### src/hw/rtl/keyed_text_line_decoder_top_macros.svh
// assertion macros for the keyed text line decoder
`ifndef KEYED_TEXT_LINE_DECODER_TOP_MACROS_SVH
`define KEYED_TEXT_LINE_DECODER_TOP_MACROS_SVH

// same-cycle implication, disabled during reset
`define KTLD_ASSERT_NOW(lbl, ante, cons) \
  lbl: assert property (@(posedge clk) disable iff (!rst_n) (ante) |-> (cons)) \
    else $error("ktld check failed: same-cycle implication");

// next-cycle implication, disabled during reset
`define KTLD_ASSERT_NEXT(lbl, ante, cons) \
  lbl: assert property (@(posedge clk) disable iff (!rst_n) (ante) |=> (cons)) \
    else $error("ktld check failed: next-cycle implication");

`endif

### src/hw/rtl/ktld_pkg.sv
// shared types and constants of the keyed text line decoder
`timescale 1ns / 1ps

package ktld_pkg;

  localparam int BYTE_W     = 8;
  localparam int LEN_W      = 10;
  localparam int KEY_IDX_W  = 4;
  localparam int CFG_DATA_W = 32;
  localparam int CFG_IDX_W  = 4;
  localparam int KEY_WORDS  = 8;

  typedef logic [BYTE_W-1:0]     byte_t;
  typedef logic [LEN_W-1:0]      len_t;
  typedef logic [KEY_IDX_W-1:0]  key_idx_t;
  typedef logic [CFG_DATA_W-1:0] cfg_data_t;
  typedef logic [CFG_IDX_W-1:0]  cfg_idx_t;

  // register indexes of the key tables
  localparam cfg_idx_t CFG_MAIN_KEY_BASE    = 4'd0;
  localparam cfg_idx_t CFG_COMMENT_KEY_BASE = 4'd4;
  localparam cfg_idx_t CFG_NUM_REGS         = 4'd8;

  localparam cfg_data_t MAIN_KEY_RST [4] = '{
    32'h5F99_1B6C, 32'h135F_CDB9, 32'h0E20_04CB, 32'h0EA1_1C5E
  };
  localparam cfg_data_t COMMENT_KEY_RST [4] = '{
    32'h26D6_A867, 32'h1B45_DDB6, 32'h1322_7E32, 32'h3794_C215
  };

  localparam byte_t MARKER     = 8'h40;
  localparam byte_t SLASH      = 8'h2F;
  localparam byte_t TAB        = 8'h09;
  localparam byte_t TAB_CODE   = 8'h9F;
  localparam byte_t SPACE_CODE = 8'h80;
  localparam byte_t SPACE      = 8'h20;
  localparam byte_t CHAR_MASK  = 8'h7F;
  localparam key_idx_t KEY_STEP = 4'd7;

endpackage

### src/hw/rtl/ktld_in_if.sv
// input byte channel of the keyed text line decoder
`timescale 1ns / 1ps

interface ktld_in_if;
  import ktld_pkg::*;

  logic  valid;
  logic  ready;
  byte_t data_byte;
  logic  line_start;
  len_t  line_length;
  logic  line_end;

  modport source (output valid, output data_byte, output line_start,
                  output line_length, output line_end, input ready);
  modport sink (input valid, input data_byte, input line_start,
                input line_length, input line_end, output ready);
endinterface

### src/hw/rtl/ktld_out_if.sv
// result byte channel of the keyed text line decoder
`timescale 1ns / 1ps

interface ktld_out_if;
  import ktld_pkg::*;

  logic  valid;
  logic  ready;
  byte_t out_byte;
  logic  out_last;

  modport source (output valid, output out_byte, output out_last, input ready);
  modport sink (input valid, input out_byte, input out_last, output ready);
endinterface

### src/hw/rtl/keyed_text_line_decoder_top.sv
// Keyed text line decoder. Each input byte is deciphered by a single pass of logic
// (key table select, xor, tab and space fixups) straight into the output register, so
// one byte is accepted per cycle as long as the output is taken. Out valid rises in the
// cycle after a byte is accepted, unless it is a marker. A line starting with '@' is
// encrypted; the marker byte produces no output, the rest are decoded with the main key
// until two decoded slashes switch to the comment key. Other lines pass through. The user
// must write the key tables through the cfg port while no bytes are in flight; the block does not enforce it.
`timescale 1ns / 1ps
`include "keyed_text_line_decoder_top_macros.svh"

module keyed_text_line_decoder_top (
  input  logic                 clk,
  input  logic                 rst_n,
  ktld_in_if.sink              in_if,
  ktld_out_if.source           out_if,
  input  logic                 cfg_we,
  input  ktld_pkg::cfg_idx_t   cfg_index,
  input  ktld_pkg::cfg_data_t  cfg_wdata
);
  import ktld_pkg::*;

  cfg_data_t key_words_r [KEY_WORDS];

  logic     enc_r, enc_nxt;
  logic     comment_r, comment_nxt;
  key_idx_t key_idx_r, key_idx_nxt;
  logic     prev_r, prev_nxt;
  logic     prev2_r, prev2_nxt;

  logic  out_valid_r;
  byte_t out_byte_r, out_byte_nxt;
  logic  out_last_r;
  logic  emit;

  logic  accept;
  logic  is_marker;
  logic  enc_eff, comment_base, prev_eff, prev2_eff, comment_eff;
  byte_t b_in, key_b, xored, dec;
  cfg_data_t key_word;

  assign in_if.ready  = !out_valid_r || out_if.ready;
  assign accept       = in_if.valid && in_if.ready;
  assign out_if.valid = out_valid_r;
  assign out_if.out_byte = out_byte_r;
  assign out_if.out_last = out_last_r;

  assign is_marker = in_if.line_start && (in_if.data_byte == MARKER);

  // a line start clears the line flags before the byte is handled
  assign enc_eff      = in_if.line_start ? 1'b0 : enc_r;
  assign comment_base = in_if.line_start ? 1'b0 : comment_r;
  assign prev_eff     = in_if.line_start ? 1'b0 : prev_r;
  assign prev2_eff    = in_if.line_start ? 1'b0 : prev2_r;
  assign comment_eff  = comment_base || (prev_eff && prev2_eff);

  assign key_word = key_words_r[{comment_eff, key_idx_r[3:2]}];
  assign key_b    = key_word[{key_idx_r[1:0], 3'b000} +: BYTE_W];
  assign b_in     = (in_if.data_byte == TAB) ? TAB_CODE : in_if.data_byte;
  assign xored    = (b_in - SPACE) ^ key_b;
  assign dec      = (xored & CHAR_MASK) + SPACE;

  always_comb begin
    enc_nxt      = enc_r;
    comment_nxt  = comment_r;
    key_idx_nxt  = key_idx_r;
    prev_nxt     = prev_r;
    prev2_nxt    = prev2_r;
    out_byte_nxt = in_if.data_byte;
    emit         = 1'b1;
    if (is_marker) begin
      enc_nxt     = 1'b1;
      comment_nxt = 1'b0;
      prev_nxt    = 1'b0;
      prev2_nxt   = 1'b0;
      key_idx_nxt = KEY_IDX_W'(in_if.line_length - LEN_W'(1));
      emit        = 1'b0;
    end else if (!enc_eff) begin
      enc_nxt     = 1'b0;
      comment_nxt = comment_base;
      prev_nxt    = prev_eff;
      prev2_nxt   = prev2_eff;
    end else begin
      comment_nxt = comment_eff;
      prev2_nxt   = prev_eff;
      prev_nxt    = (dec == SLASH);
      key_idx_nxt = key_idx_r + KEY_STEP;
      if (dec == TAB_CODE) begin
        out_byte_nxt = TAB;
      end else if (dec == SPACE_CODE) begin
        out_byte_nxt = SPACE;
      end else begin
        out_byte_nxt = dec;
      end
    end
  end

  always_ff @(posedge clk) begin
    if (!rst_n) begin
      enc_r       <= 1'b0;
      comment_r   <= 1'b0;
      key_idx_r   <= '0;
      prev_r      <= 1'b0;
      prev2_r     <= 1'b0;
      out_valid_r <= 1'b0;
    end else begin
      if (accept) begin
        enc_r     <= enc_nxt;
        comment_r <= comment_nxt;
        key_idx_r <= key_idx_nxt;
        prev_r    <= prev_nxt;
        prev2_r   <= prev2_nxt;
      end
      if (accept) begin
        out_valid_r <= emit;
      end else if (out_if.ready) begin
        out_valid_r <= 1'b0;
      end
    end
  end

  always_ff @(posedge clk) begin
    if (accept && emit) begin
      out_byte_r <= out_byte_nxt;
      out_last_r <= in_if.line_end;
    end
  end

  // key tables: reset to the default keys; the user must write them only while idle, the block does not enforce it
  always_ff @(posedge clk) begin
    if (!rst_n) begin
      for (int i = 0; i < 4; i++) begin
        key_words_r[i]     <= MAIN_KEY_RST[i];
        key_words_r[i + 4] <= COMMENT_KEY_RST[i];
      end
    end else if (cfg_we && (cfg_index < CFG_NUM_REGS)) begin
      key_words_r[cfg_index[2:0]] <= cfg_wdata;
    end
  end

  `KTLD_ASSERT_NEXT(a_marker_no_output, accept && is_marker, !out_valid_r)
  `KTLD_ASSERT_NEXT(a_byte_gives_output, accept && !is_marker, out_valid_r)
  `KTLD_ASSERT_NEXT(a_marker_key_start, accept && is_marker,
                    enc_r && (key_idx_r == $past(in_if.line_length[3:0] - 4'd1)))
  `KTLD_ASSERT_NEXT(a_pass_through, accept && !is_marker && !enc_eff,
                    out_byte_r == $past(in_if.data_byte))
  `KTLD_ASSERT_NOW(a_comment_sticky, comment_r && !in_if.line_start, comment_eff)

endmodule
### src/flat_wrapper.sv
// flat-port wrapper written by rule: the top's interface ports become plain ports
module keyed_text_line_decoder_top_flat import ktld_pkg::*;
  (clk, rst_n, cfg_we, cfg_index, cfg_wdata, in_if_valid, in_if_data_byte, in_if_line_start, in_if_line_length, in_if_line_end, in_if_ready, out_if_valid, out_if_out_byte, out_if_out_last, out_if_ready);
  ktld_in_if in_if_i ();
  ktld_out_if out_if_i ();
  input  logic clk;
  input  logic rst_n;
  input  logic cfg_we;
  input  ktld_pkg::cfg_idx_t cfg_index;
  input  ktld_pkg::cfg_data_t cfg_wdata;
  input wire logic [$bits(in_if_i.valid)-1:0] in_if_valid;
  input wire logic [$bits(in_if_i.data_byte)-1:0] in_if_data_byte;
  input wire logic [$bits(in_if_i.line_start)-1:0] in_if_line_start;
  input wire logic [$bits(in_if_i.line_length)-1:0] in_if_line_length;
  input wire logic [$bits(in_if_i.line_end)-1:0] in_if_line_end;
  output wire logic [$bits(in_if_i.ready)-1:0] in_if_ready;
  output wire logic [$bits(out_if_i.valid)-1:0] out_if_valid;
  output wire logic [$bits(out_if_i.out_byte)-1:0] out_if_out_byte;
  output wire logic [$bits(out_if_i.out_last)-1:0] out_if_out_last;
  input wire logic [$bits(out_if_i.ready)-1:0] out_if_ready;
  assign in_if_i.valid = in_if_valid;
  assign in_if_i.data_byte = in_if_data_byte;
  assign in_if_i.line_start = in_if_line_start;
  assign in_if_i.line_length = in_if_line_length;
  assign in_if_i.line_end = in_if_line_end;
  assign in_if_ready = in_if_i.ready;
  assign out_if_valid = out_if_i.valid;
  assign out_if_out_byte = out_if_i.out_byte;
  assign out_if_out_last = out_if_i.out_last;
  assign out_if_i.ready = out_if_ready;
  keyed_text_line_decoder_top u_core (.clk(clk), .rst_n(rst_n), .in_if(in_if_i), .out_if(out_if_i), .cfg_we(cfg_we), .cfg_index(cfg_index), .cfg_wdata(cfg_wdata));
endmodule
### config.mk
export PLATFORM = sky130hd
export DESIGN_NAME = keyed_text_line_decoder_top_flat
export DESIGN_NICKNAME = d
export VERILOG_FILES = /design/src/hw/rtl/ktld_pkg.sv /design/src/hw/rtl/ktld_in_if.sv /design/src/hw/rtl/ktld_out_if.sv /design/src/hw/rtl/keyed_text_line_decoder_top.sv /design/src/flat_wrapper.sv
export VERILOG_INCLUDE_DIRS = /design/src /design/src/hw/rtl
export SDC_FILE = /design/constraint.sdc
export NUM_CORES = 1
export LEC_CHECK = 0
export BUFFER_PORTS_ARGS = -buffer_cell sky130_fd_sc_hd__buf_4
export CORE_MARGIN = 10
export CORE_UTILIZATION = 40
export DETAILED_ROUTE_END_ITERATION = 12
export PLACE_DENSITY = 0.59
export SYNTH_ARGS = -nofsm -noshare
export SYNTH_HDL_FRONTEND = slang
export SYNTH_SLANG_ARGS = --single-unit
### constraint.sdc
create_clock -name clk -period 4.78 [get_ports clk]
set_input_delay 0.478 -clock clk [delete_from_list [all_inputs] [get_ports clk]]
set_output_delay 0.478 -clock clk [all_outputs]
set_load 0.02 [all_outputs]
# Word-level counts from Yosys, hierarchy flattened
# Memory sizes are Yosys's and may differ from the RTL's.
# Index checks and enable logic that the tools add are counted.
[totals]
regBits = 18
ramBits = 256
input_bits = 61
mem_count = 1
[memory_table]
columns = ["memory", "words", "word_bits", "rd", "rd_clocked_by_memory_dff", "write_ports", "line_no", "rtl"]
rows = [
  ["u_core.key_words_r", 8, 32, 1, 0, 8, "keyed_text_line_decoder_top.sv:22", "cfg_data_t key_words_r [KEY_WORDS];"],
]
[op_classes]
n_addsub = 4
n_lt_le_gt_ge = 1
n_eq_ne = 6
n_shift = 1
muxes = 29
n_bitwise = 1
n_reduce_logical = 13
[op_table]
columns = ["cell", "count"]
rows = [
  ["$mux 32", 1],
  ["$mux 8", 4],
  ["$reduce_or 32->1", 1],
  ["$shiftx 32x6->7", 1],
  ["$mux 1", 20],
  ["$eq 8x8->1 const B", 2],
  ["$add 7x6->8 const B", 1],
  ["$eq 8x4->1 const B", 1],
  ["$eq 8x6->1 const B", 1],
  ["$eq 8x7->1 const B", 1],
  ["$mux 4", 2],
  ["$mux 7", 1],
  ["$sub 7x6->7 const B", 1],
  ["$xor 7x7->7", 1],
  ["$logic_and 1x1->1", 5],
  ["$add 4x3->4 const B", 1],
  ["$lt 4x4->1 const B", 1],
  ["$reduce_and 2->1", 2],
  ["$reduce_bool 2->1", 2],
  ["$sub 4x1->4 const B", 1],
  ["$mux 3", 1],
  ["$logic_or 1x1->1", 2],
  ["$ne 2x1->1 const B", 1],
  ["$logic_not 1->1", 1],
]

# Longest topological paths before layout
# Gate-level depths: netlist of run 1.
# An unclocked memory read counts as a cell.
[logic_depth]
depth_word = 12
ltp_mapped = 14
mapped_depth_nobuf = 11

# Worst setup path after synthesis of run 1
# Ideal clock, no wire load.
[synth_timing]
path_kind = "register to register"
start = "register u_core.key_idx_r[2]"
end = "register u_core.out_byte_r[6], in the netlist u_core.out_if.out_byte[6] (data pin)"
setup_time_ps = 257
arrival_ps = 3540
t_required_ps = 4523
setup_slack_ps = 983
path_stages_with_launch = 13
path_cell_list = "dfxtp_1 -> buf_6 -> buf_8 -> buf_6 -> buf_1 -> mux4_2 -> mux4_2 -> mux2i_1 -> xor2_1 -> ha_1 -> nand4_1 -> or4_1 -> a32o_1"
[synth_via]
elab_chain_cells = 9
word_cells_on_any_way = 10
classes_between = "add/sub: 1; eq/ne: 2; shift: 1; mux: 4; bitwise: 1; memory: 1"
[synth_rtl]
columns = ["element", "line_no", "rtl"]
rows = [
  ["start: declaration", "keyed_text_line_decoder_top.sv:26", "key_idx_t key_idx_r, key_idx_nxt;"],
  ["start signal: assignment", "keyed_text_line_decoder_top.sv:109", "key_idx_r <= key_idx_nxt;"],
  ["$mem_v2 8x32 (*)", "--", ""],
  ["$shiftx 32x6->7 (*)", "keyed_text_line_decoder_top.sv:57", "assign key_b = key_word[{key_idx_r[1:0], 3'b000} +: BYTE_W];"],
  ["$xor 7x7->7 (*)", "keyed_text_line_decoder_top.sv:59", "assign xored = (b_in - SPACE) ^ key_b;"],
  ["$add 7x6->8 (*)", "keyed_text_line_decoder_top.sv:60", "assign dec = (xored & CHAR_MASK) + SPACE;"],
  ["$eq 8x8->1", "keyed_text_line_decoder_top.sv:89", "end else if (dec == SPACE_CODE) begin"],
  ["$mux 8", "keyed_text_line_decoder_top.sv:89", ""],
  ["$mux 8 (*)", "keyed_text_line_decoder_top.sv:87", "if (dec == TAB_CODE) begin"],
  ["$mux 8 (*)", "keyed_text_line_decoder_top.sv:77", "end else if (!enc_eff) begin"],
  ["$mux 8 (*)", "keyed_text_line_decoder_top.sv:70", "if (is_marker) begin"],
  ["named net u_core.out_byte_nxt[6]", "keyed_text_line_decoder_top.sv:31", "byte_t out_byte_r, out_byte_nxt;"],
  ["end signal: assignment", "keyed_text_line_decoder_top.sv:123", "out_byte_r <= out_byte_nxt;"],
  ["end: declaration", "keyed_text_line_decoder_top.sv:31", ""],
]
# The timed path passes the listed nets; every way through them passes the cells marked *.
# A chain may end at the register's enable or synchronous reset.

# Worst setup path after layout of run 1
# Ends and elaborated chain as after synthesis.

==> impl_summary.txt, run 1 <==
----------------------------------------------------
[Clock tree]
  TritonCTS buffer count ... 27
  Root buffer selected by CTS ... sky130_fd_sc_hd__clkbuf_16
  CTS Buffer Depth ... 3
  CTS resizes ... 0
  Post-CTS Hold Buffers ... 0
  Depth of the CTS H-tree ... 1
  CTS Sinks ... around 240
  Clock Latency Late Sink ... approximately 0.52 ns
  Clock edge transition at the registers on the reported setup and hold paths ... 0.06 ns
  Setup Buffers After CTS ... 0
  TritonCTS clock tree ... yes

[Placement]
  Weighted congestion at the end of routability-driven global placement ... ~0.81
  Number of input and output port buffers inserted ... between 60 and 70
  Placed cell areas ... between 10000 and 15000 µm²
  Detailed placer's ending HPWL ... ~19000 µm
  Pre-CTS WS ... ~1.1 ns

[Routing]
  DRC ... 0
  Number of DRC violations after detailed-routing iteration 0 ... between 600 and 700
  Vias after detailed routing ... 6822
  Post-detailed-route via-to-cell ratio ... approximately 5.6
  Number of antenna-violating nets in the routed design ... 0
  Routed wire length ... between 20000 and 30000 µm
  Routed wire per std cell ... approximately 24 µm
  Length of the first detailed-routing pass in iterations ... 5

[Synth]
  Fraction of post-synthesis cell area in the top cell type by area ... 0.6233
  List of most frequent post-synthesis cells ... sky130_fd_sc_hd__edfxtp_1 (233), sky130_fd_sc_hd__or3_1 (83), sky130_fd_sc_hd__and2_1 (68)
  Number of synthesized register bits ... 242
  EDFF count, synth ... between 200 and 250
  Post-synthesis instance total ... 741
  Mapped Area ... ~11000 µm²
  Leading cell type by number of instances after synthesis ... sky130_fd_sc_hd__edfxtp_1
  Total nets after synthesis ... between 800 and 900
  Avg Synthesized Cell Area ... approximately 15 µm²
  Number of distinct library cells after synthesis ... 48
  Synth top area cells ... sky130_fd_sc_hd__edfxtp_1 (62%), sky130_fd_sc_hd__mux4_2 (12%), sky130_fd_sc_hd__or3_1 (4.6%)
  Part of the Yosys area used for sequential elements ... 0.6393
  Async SR Flop Fraction ... 0
  Cell taking the most area after synthesis ... sky130_fd_sc_hd__edfxtp_1
  Top_reg_cell synth ... sky130_fd_sc_hd__edfxtp_1
  Count of synthesis-stage warnings from yosys ... 0

[Finish]
  Net count of the finished layout ... between 800 and 900
  Fillers ... about 2400
  Fraction of final layout cells with drive strength greater than 1 ... 0.2675
  Area grow syn2layout ... 16.20%
  Fin area ... roughly 13000 µm²
  Inserted Diodes ... 0

[Die]
  Number of rows in the core area ... between 60 and 70
  IO Count ... roughly 70
  Area enclosed by the die boundary ... 35170 µm²
  Width of the die ... 187.5 µm
  Initial core utilization ... 0.4052
  Core Box Area ... between 20000 and 30000 µm²
  Die boundary height ... around 190 µm

[Timing]
  Final hold vios ... 0
  Max Clk Rate ... ~280 MHz
  Setup repair after global routing missed its margin ... false
  Total Negative Setup Slacks ... 0 ns
  Final setup viols ... 0
  Fin crit period ... between 3 and 4 ns
  Post-route clock skew ... ~0.0064 ns
  Normalized max-slew margin ... 0.2612
  Slew Viols, Final ... 0
  Final period utilization ... 0.7602
  Worst-margin pin slew ... 1.107 ns
  Worst-case setup margin in the final layout ... roughly 1.1 ns
  Final hold slack ... 0.1403 ns

[Power]
  Sw frac ... 0.2181
  Power density over cell area ... 357.0 nW/µm²
  Total internal power ... between 3 and 4 mW
  Total power of the final layout ... 4.656 mW
  Part of the total power dissipated in the clock network ... 0.406
  Max VDD drop ... roughly 0.00022 V
  Proportion of power drawn by combinational gates ... 0.064
  P_sw ... 1.015 mW
  Sequential share of power ... 0.530
  Leakage ... ~4.4 nW

[Worst setup path]
  FF-to-FF Start ... u_core.key_idx_r[2]$_SDFFE_PN0P_
  Setup crit start kind ... register
  Crit Path Max Fanout ... 45
  Arrival time at the worst endpoint ... 3.90 ns
  Worst Path Class, Setup ... register to register
  First element of the critical path ... u_core.key_idx_r[2]$_SDFFE_PN0P_
  Critical Path Sink Type ... register
  Worst path required time ... between 5 and 6 ns

[Global route]
  Antenna violations before repair ... 0
  Pin count of the biggest net entering global routing ... 46
  Global router's overall resource usage ... 0.1645
  Number of global-route vias before repair ... 7222
  Wire length of the first global-routing pass ... about 45000 µm
  Leftover overflow at the end of global routing ... 0

[Job]
  Number of maximum-capacitance violations ... 0

[Min path]
  Type of the worst min-delay path ... input pin to register
  Worst hold start ... in_if_line_end

[Run status]
  Run status ... finished, final reports clean

----------------------------------------------------
-- critical path: stages, from the launching register on --
cell and delay (ns):
sky130_fd_sc_hd__dfxtp_4 0.57, sky130_fd_sc_hd__buf_12 0.38, sky130_fd_sc_hd__mux4_2 0.56, sky130_fd_sc_hd__mux4_2 0.50
sky130_fd_sc_hd__mux2i_1 0.24, sky130_fd_sc_hd__xnor2_1 0.22, sky130_fd_sc_hd__nand4_1 0.15, sky130_fd_sc_hd__or4_1 0.44
sky130_fd_sc_hd__a32o_1 0.28
-- cells in the final DEF (no fill, tap or decap), types with 5 or more instances in the layout --
cell                          n
sky130_fd_sc_hd__nand2b_1    21
sky130_fd_sc_hd__clkinv_1     7
sky130_fd_sc_hd__nand3_1      5
sky130_fd_sc_hd__o22ai_1     16
sky130_fd_sc_hd__edfxtp_1   233
sky130_fd_sc_hd__nor2b_1      7
sky130_fd_sc_hd__clkbuf_16   27
sky130_fd_sc_hd__nand2_1     14
sky130_fd_sc_hd__clkinv_2     5
sky130_fd_sc_hd__mux4_2      60
sky130_fd_sc_hd__dfxtp_1      7
sky130_fd_sc_hd__clkbuf_1     8
sky130_fd_sc_hd__o21ai_4      6
sky130_fd_sc_hd__buf_4       87
sky130_fd_sc_hd__or3_1       83
sky130_fd_sc_hd__nor2_1      17
sky130_fd_sc_hd__and2_1      68
sky130_fd_sc_hd__a22o_1       6
sky130_fd_sc_hd__inv_1       10
sky130_fd_sc_hd__mux2i_1      6
sky130_fd_sc_hd__a21oi_1      5
sky130_fd_sc_hd__or2_2       19
sky130_fd_sc_hd__and3_1      49
sky130_fd_sc_hd__o21ai_0      9
-- flip-flops by register name, indices dropped and copies added (netlist names) --
| register | flops |
|---|---|
| u_core.out_if.valid | 1 |
| u_core.enc_r | 1 |
| u_core.key_words_r | 224 |
| u_core.comment_r | 1 |
| u_core.key_idx_r | 4 |
| u_core.prev_r | 1 |
| u_core.out_if.out_last | 1 |
| u_core.prev2_r | 1 |
| u_core.out_if.out_byte | 8 |
-- power groups by stage --
stage	registers (mW)	clock network, mW	logic [mW]
floorplan	2.51	0	0.140
global placement	2.50	0	0.294
detailed placement	2.51	0	0.300
CTS	2.47	1.91	0.301
global route	2.48	1.99	0.320
finish	2.47	1.89	0.298
-- metrics by stage --
step	std cells	util
2_1_floorplan	741	-
3_3_place_gp	1159	0.4421
3_5_place_dp	1159	0.4421
4_1_cts	1208	0.4708
5_1_grt	1208	0.4708
6_report	1208	0.4708
-- cell type report --
class	count	area, µm²	area share
inverters	10	37.54	0.002878
repair buffers	90	713.2	0.05468
well taps	378	473.0	0.03626
clock inverters	14	88.84	0.006811
clock buffers	35	705.7	0.05410
multi-input cells	439	3844	0.2947
flip-flops and latches	242	7182	0.5506
-- kinds of logic after synthesis --
logic type               synth area share
AND/OR/NAND/NOR                    0.1608
flip-flops                         0.6393
multiplexers                       0.1257
buffers and inverters             0.02541
AO/OA/AOI/OAI                     0.03511
XOR/XNOR                         0.009140
adder cells (fa/ha/maj)          0.004458
-- routing by layer --
layer | global-route usage | routed length, µm | vias to the layer above
li1 | - | - | 3022
met1 | 0.2209 | 12660 | 3507
met2 | 0.2729 | 14350 | 258
met3 | 0.03117 | 2190 | 35
met4 | 0.03385 | 381 | 0
met5 | 0 | 0 | -
-- worst paths after layout --
path | end | slack, ns | cells after the start
max | u_core.out_if.out_byte[6]$_DFFE_PP_ | 1.15 | 8
min | u_core.out_if.out_last$_DFFE_PP_ | 0.14 | 1
max reg2reg | u_core.out_if.out_byte[6]$_DFFE_PP_ | 1.15 | 8
min reg2reg | u_core.prev2_r$_SDFFE_PN0P_ | 0.55 | 2
No activity file was read; power rests on OpenSTA's default activity.
==> run 2, diff against run 1 <==
--- a/config.mk
+++ b/config.mk
@@ -10,7 +10,7 @@
 export CORE_MARGIN = 10
 export CORE_UTILIZATION = 40
 export DETAILED_ROUTE_END_ITERATION = 12
-export PLACE_DENSITY = 0.59
+export PLACE_DENSITY = 0.62
 export SYNTH_ARGS = -nofsm -noshare
 export SYNTH_HDL_FRONTEND = slang
 export SYNTH_SLANG_ARGS = --single-unit
==> constraint.sdc (replaced) <==
create_clock -name clk -period 3.1 [get_ports clk]
set_input_delay 0.31 -clock clk [delete_from_list [all_inputs] [get_ports clk]]
set_output_delay 0.31 -clock clk [all_outputs]
set_load 0.02 [all_outputs]
==> run 2 against run 1 <==
  * The flow now finishes with violations (negative setup slack)
  * Fmax up 14%
  * Combinational power up 73%
  * Via count up 2.7%
  * Largest power group unchanged
==> impl_summary.txt, run 2 (same netlist as run 1, synthesis figures left out) <==
----------------------------------------------------
[Worst setup path]
  Crit Path Max Fanout ... 7 (was 45)
  Family with the most delay on the worst path ... multiplexers (unchanged)
  FF-to-FF Start ... u_core.key_idx_r[2]$_SDFFE_PN0P_ (unchanged)
  Setup crit start kind ... register (unchanged)
  Worst path cell trace ... buf_12 > buf_16 > mux4_2 > mux4_2 > mux2i_2 > xnor2_1 > nand4_1 > or4_4 > a32o_1 (was buf_12 > mux4_2 > mux4_2 > mux2i_1 > xnor2_1 > nand4_1 > or4_1 > a32o_1)
  Critical path depth ... 9 (was 8)
  Timing endpoint of the critical path ... u_core.out_if.out_byte[6]$_DFFE_PP_ (unchanged)
  Critical Path Sink Type ... register (unchanged)
  Number of buffers and inverters on the critical path ... 2 (was 1)
  FF-to-FF path depth ... 9 (was 8)
  Max incr delay on CP ... 0.53 ns (was 0.57 ns)
  Worst path required time ... 3.38 ns (was 5.05 ns)
  Worst Path Class, Setup ... register to register (unchanged)
  First element of the critical path ... u_core.key_idx_r[2]$_SDFFE_PN0P_ (unchanged)
  Arrival time at the worst endpoint ... 3.48 ns (was 3.90 ns)
  Flop-to-flop setup slack ... -0.1 ns (was 1.15 ns)
  Top cell by count, worst path ... sky130_fd_sc_hd__mux4_2 (unchanged)
  Critical register-to-register path endpoint ... u_core.out_if.out_byte[6]$_DFFE_PP_ (unchanged)
  CP max-delay cell ... sky130_fd_sc_hd__mux4_2 (was sky130_fd_sc_hd__dfxtp_4)

[Finish]
  Number of flip-flops under the largest register name ... 224 (unchanged)
  Net count of the finished layout ... 928 (was 875)
  Fillers ... 2379 (was 2391)
  Register ranked first by flip-flop count ... u_core.key_words_r (unchanged)
  Leading cell type in the layout, fill and taps excluded ... sky130_fd_sc_hd__edfxtp_1 (unchanged)
  Area grow syn2layout ... 21.99% (was 16.20%)
  Fraction of final layout cells with drive strength greater than 1 ... 0.3239 (was 0.2675)
  Inserted Diodes ... 0 (unchanged)
  Commonest non-fill, non-tap cells in the layout ... sky130_fd_sc_hd__edfxtp_1 (233), sky130_fd_sc_hd__buf_4 (128), sky130_fd_sc_hd__or3_1 (83), sky130_fd_sc_hd__and2_1 (68), sky130_fd_sc_hd__mux4_2 (60) (was sky130_fd_sc_hd__edfxtp_1 (233), sky130_fd_sc_hd__buf_4 (87), sky130_fd_sc_hd__or3_1 (83), sky130_fd_sc_hd__and2_1 (68), sky130_fd_sc_hd__mux4_2 (60))

[Die]
  Initial core utilization ... 0.4052 (unchanged)
  Number of rows in the core area ... 61 (unchanged)
  IO Count ... 72 (unchanged)
  Die boundary height ... 187.5 µm (unchanged)
  Area enclosed by the die boundary ... 35170 µm² (unchanged)
  Width of the die ... 187.5 µm (unchanged)
  Core Box Area ... 27710 µm² (unchanged)

[Placement]
  Detailed placer's ending HPWL ... 19320 µm (was 18570 µm)
  Weighted congestion at the end of routability-driven global placement ... 0.8206 (was 0.8118)
  Number of input and output port buffers inserted ... 61 (unchanged)

[Routing]
  Routed wire length ... 30820 µm (was 29580 µm)
  DRC ... 0 (unchanged)
  Number of antenna-violating nets in the routed design ... 0 (unchanged)
  Vias after detailed routing ... 7009 (was 6822)
  Post-detailed-route via-to-cell ratio ... 5.572 (was 5.647)
  Number of DRC violations after detailed-routing iteration 0 ... 803 (was 682)
  Routed wire per std cell ... 24.50 µm (was 24.49 µm)
  Length of the first detailed-routing pass in iterations ... 5 (unchanged)

[Timing]
  Setup repair after global routing missed its margin ... true (was false)
  Total Negative Setup Slacks ... -0.1587 ns (was 0 ns)
  Max Clk Rate ... 312.5 MHz (was 275.2 MHz)
  Worst-margin pin slew ... 0.9609 ns (was 1.107 ns)
  Slew Viols, Final ... 0 (unchanged)
  Final setup viols ... 2 (was 0)
  Post-route clock skew ... 0.009578 ns (was 0.006442 ns)
  Fin crit period ... 3.200 ns (was 3.634 ns)
  Worst-case setup margin in the final layout ... -0.09956 ns (was 1.146 ns)
  Final hold vios ... 0 (unchanged)
  Normalized max-slew margin ... 0.3594 (was 0.2612)
  Final period utilization ... 1.032 (was 0.7602)

[Clock tree]
  CTS Buffer Depth ... 3 (unchanged)
  Clock edge transition at the registers on the reported setup and hold paths ... 0.06 ns (about the same)
  Root buffer selected by CTS ... sky130_fd_sc_hd__clkbuf_16 (unchanged)
  Depth of the CTS H-tree ... 1 (unchanged)
  TritonCTS clock tree ... yes (unchanged)
  CTS Sinks ... 242 (unchanged)
  Clock Latency Late Sink ... 0.53 ns (was 0.52 ns)
  TritonCTS buffer count ... 26 (was 27)

[Min path]
  Type of the worst min-delay path ... input pin to register (unchanged)
  Number of cells on the worst hold path ... 2 (was 1)

[Power]
  Leakage ... 4.791 nW (was 4.440 nW)
  Power density over cell area ... 539.9 nW/µm² (was 357.0 nW/µm²)
  Total power of the final layout ... 7.394 mW (was 4.656 mW)
  Max VDD drop ... 0.0002968 V (was 0.0002246 V)

[Global route]
  Pin count of the biggest net entering global routing ... 40 (was 46)
  Wire length of the first global-routing pass ... 46720 µm (was 44680 µm)
  Number of global-route vias before repair ... 7302 (was 7222)
  Leftover overflow at the end of global routing ... 0 (unchanged)
  Antenna violations before repair ... 1 (was 0)
  Global router's overall resource usage ... 0.1730 (was 0.1645)

[Job]
  Number of maximum-capacitance violations ... 0 (unchanged)

[Run status]
  Run status ... finished with violations (was finished, final reports clean)
  Failing checks ... negative setup slack

----------------------------------------------------
==> run 2: timing repair <==
action | 4_1_cts | 5_1_grt
cloned | 2 | 0
endpoints found under the hold margin | 1 | 0
buffers inserted | 3 | 0
hold buffers | 1 | 0
resized for setup | 9 | 4
pin swaps | 1 | 2
setup endpoints to repair | 6 | 7
==> run 2: report_power, final <==
part           total (mW)  internal, mW  switching (mW)
sequential           3.81          3.76          0.0472
combinational       0.517         0.215           0.302
clock                3.07          1.82            1.25
==> run 2: worst min-delay path by stage <==
stage / startpoint / to / slack [ns]
global route: in_if_data_byte[4] / u_core.out_if.out_byte[4]$_DFFE_PP_ / 0.09
CTS: in_if_data_byte[7] / u_core.out_if.out_byte[7]$_DFFE_PP_ / 0.07
floorplan: in_if_line_end / u_core.out_if.out_last$_DFFE_PP_ / 0.41
detailed placement: in_if_line_end / u_core.out_if.out_last$_DFFE_PP_ / 0.49
finish: in_if_data_byte[7] / u_core.out_if.out_byte[7]$_DFFE_PP_ / 0.09
global placement: in_if_line_end / u_core.out_if.out_last$_DFFE_PP_ / 0.49
==> run 2: area by class of cell <==
type | instances | area, µm² | area share
sequential | 242 | 7182 | 0.5244
multi-input combinational | 439 | 3890 | 0.2841
timing repair buffer | 144 | 1281 | 0.09356
clock buffer | 31 | 690.7 | 0.05043
tap | 378 | 473.0 | 0.03454
clock inverter | 14 | 140.1 | 0.01023
inverter | 10 | 37.54 | 0.002741
==> run 2: routing by layer <==
| metal | global-route usage | up-vias | share of wire |
|---|---|---|---|
| li1 | - | 3133 | - |
| met1 | 0.2415 | 3533 | 0.43 |
| met2 | 0.2700 | 302 | 0.46 |
| met3 | 0.04026 | 41 | 0.091 |
| met4 | 0.03692 | 0 | 0.015 |
| met5 | 0 | - | 0 |
==> run 2: stage by stage <==
stage | instances | hold slack, ns | setup slack [ns] | cell area (µm²) | utilization
final | 1258 | 0.08630 | -0.09956 | 13690 | 0.4943
after global routing | 1258 | 0.08837 | -0.2060 | 13690 | 0.4943
after CTS | 1258 | 0.07458 | -0.1179 | 13690 | 0.4940
after detailed placement | 1207 | 0.4928 | -0.2666 | 12710 | 0.4587
after global placement | 1207 | 0.4925 | -0.2326 | 12710 | 0.4587
after floorplan | 741 | 0.4089 | -0.3805 | 11260 | -
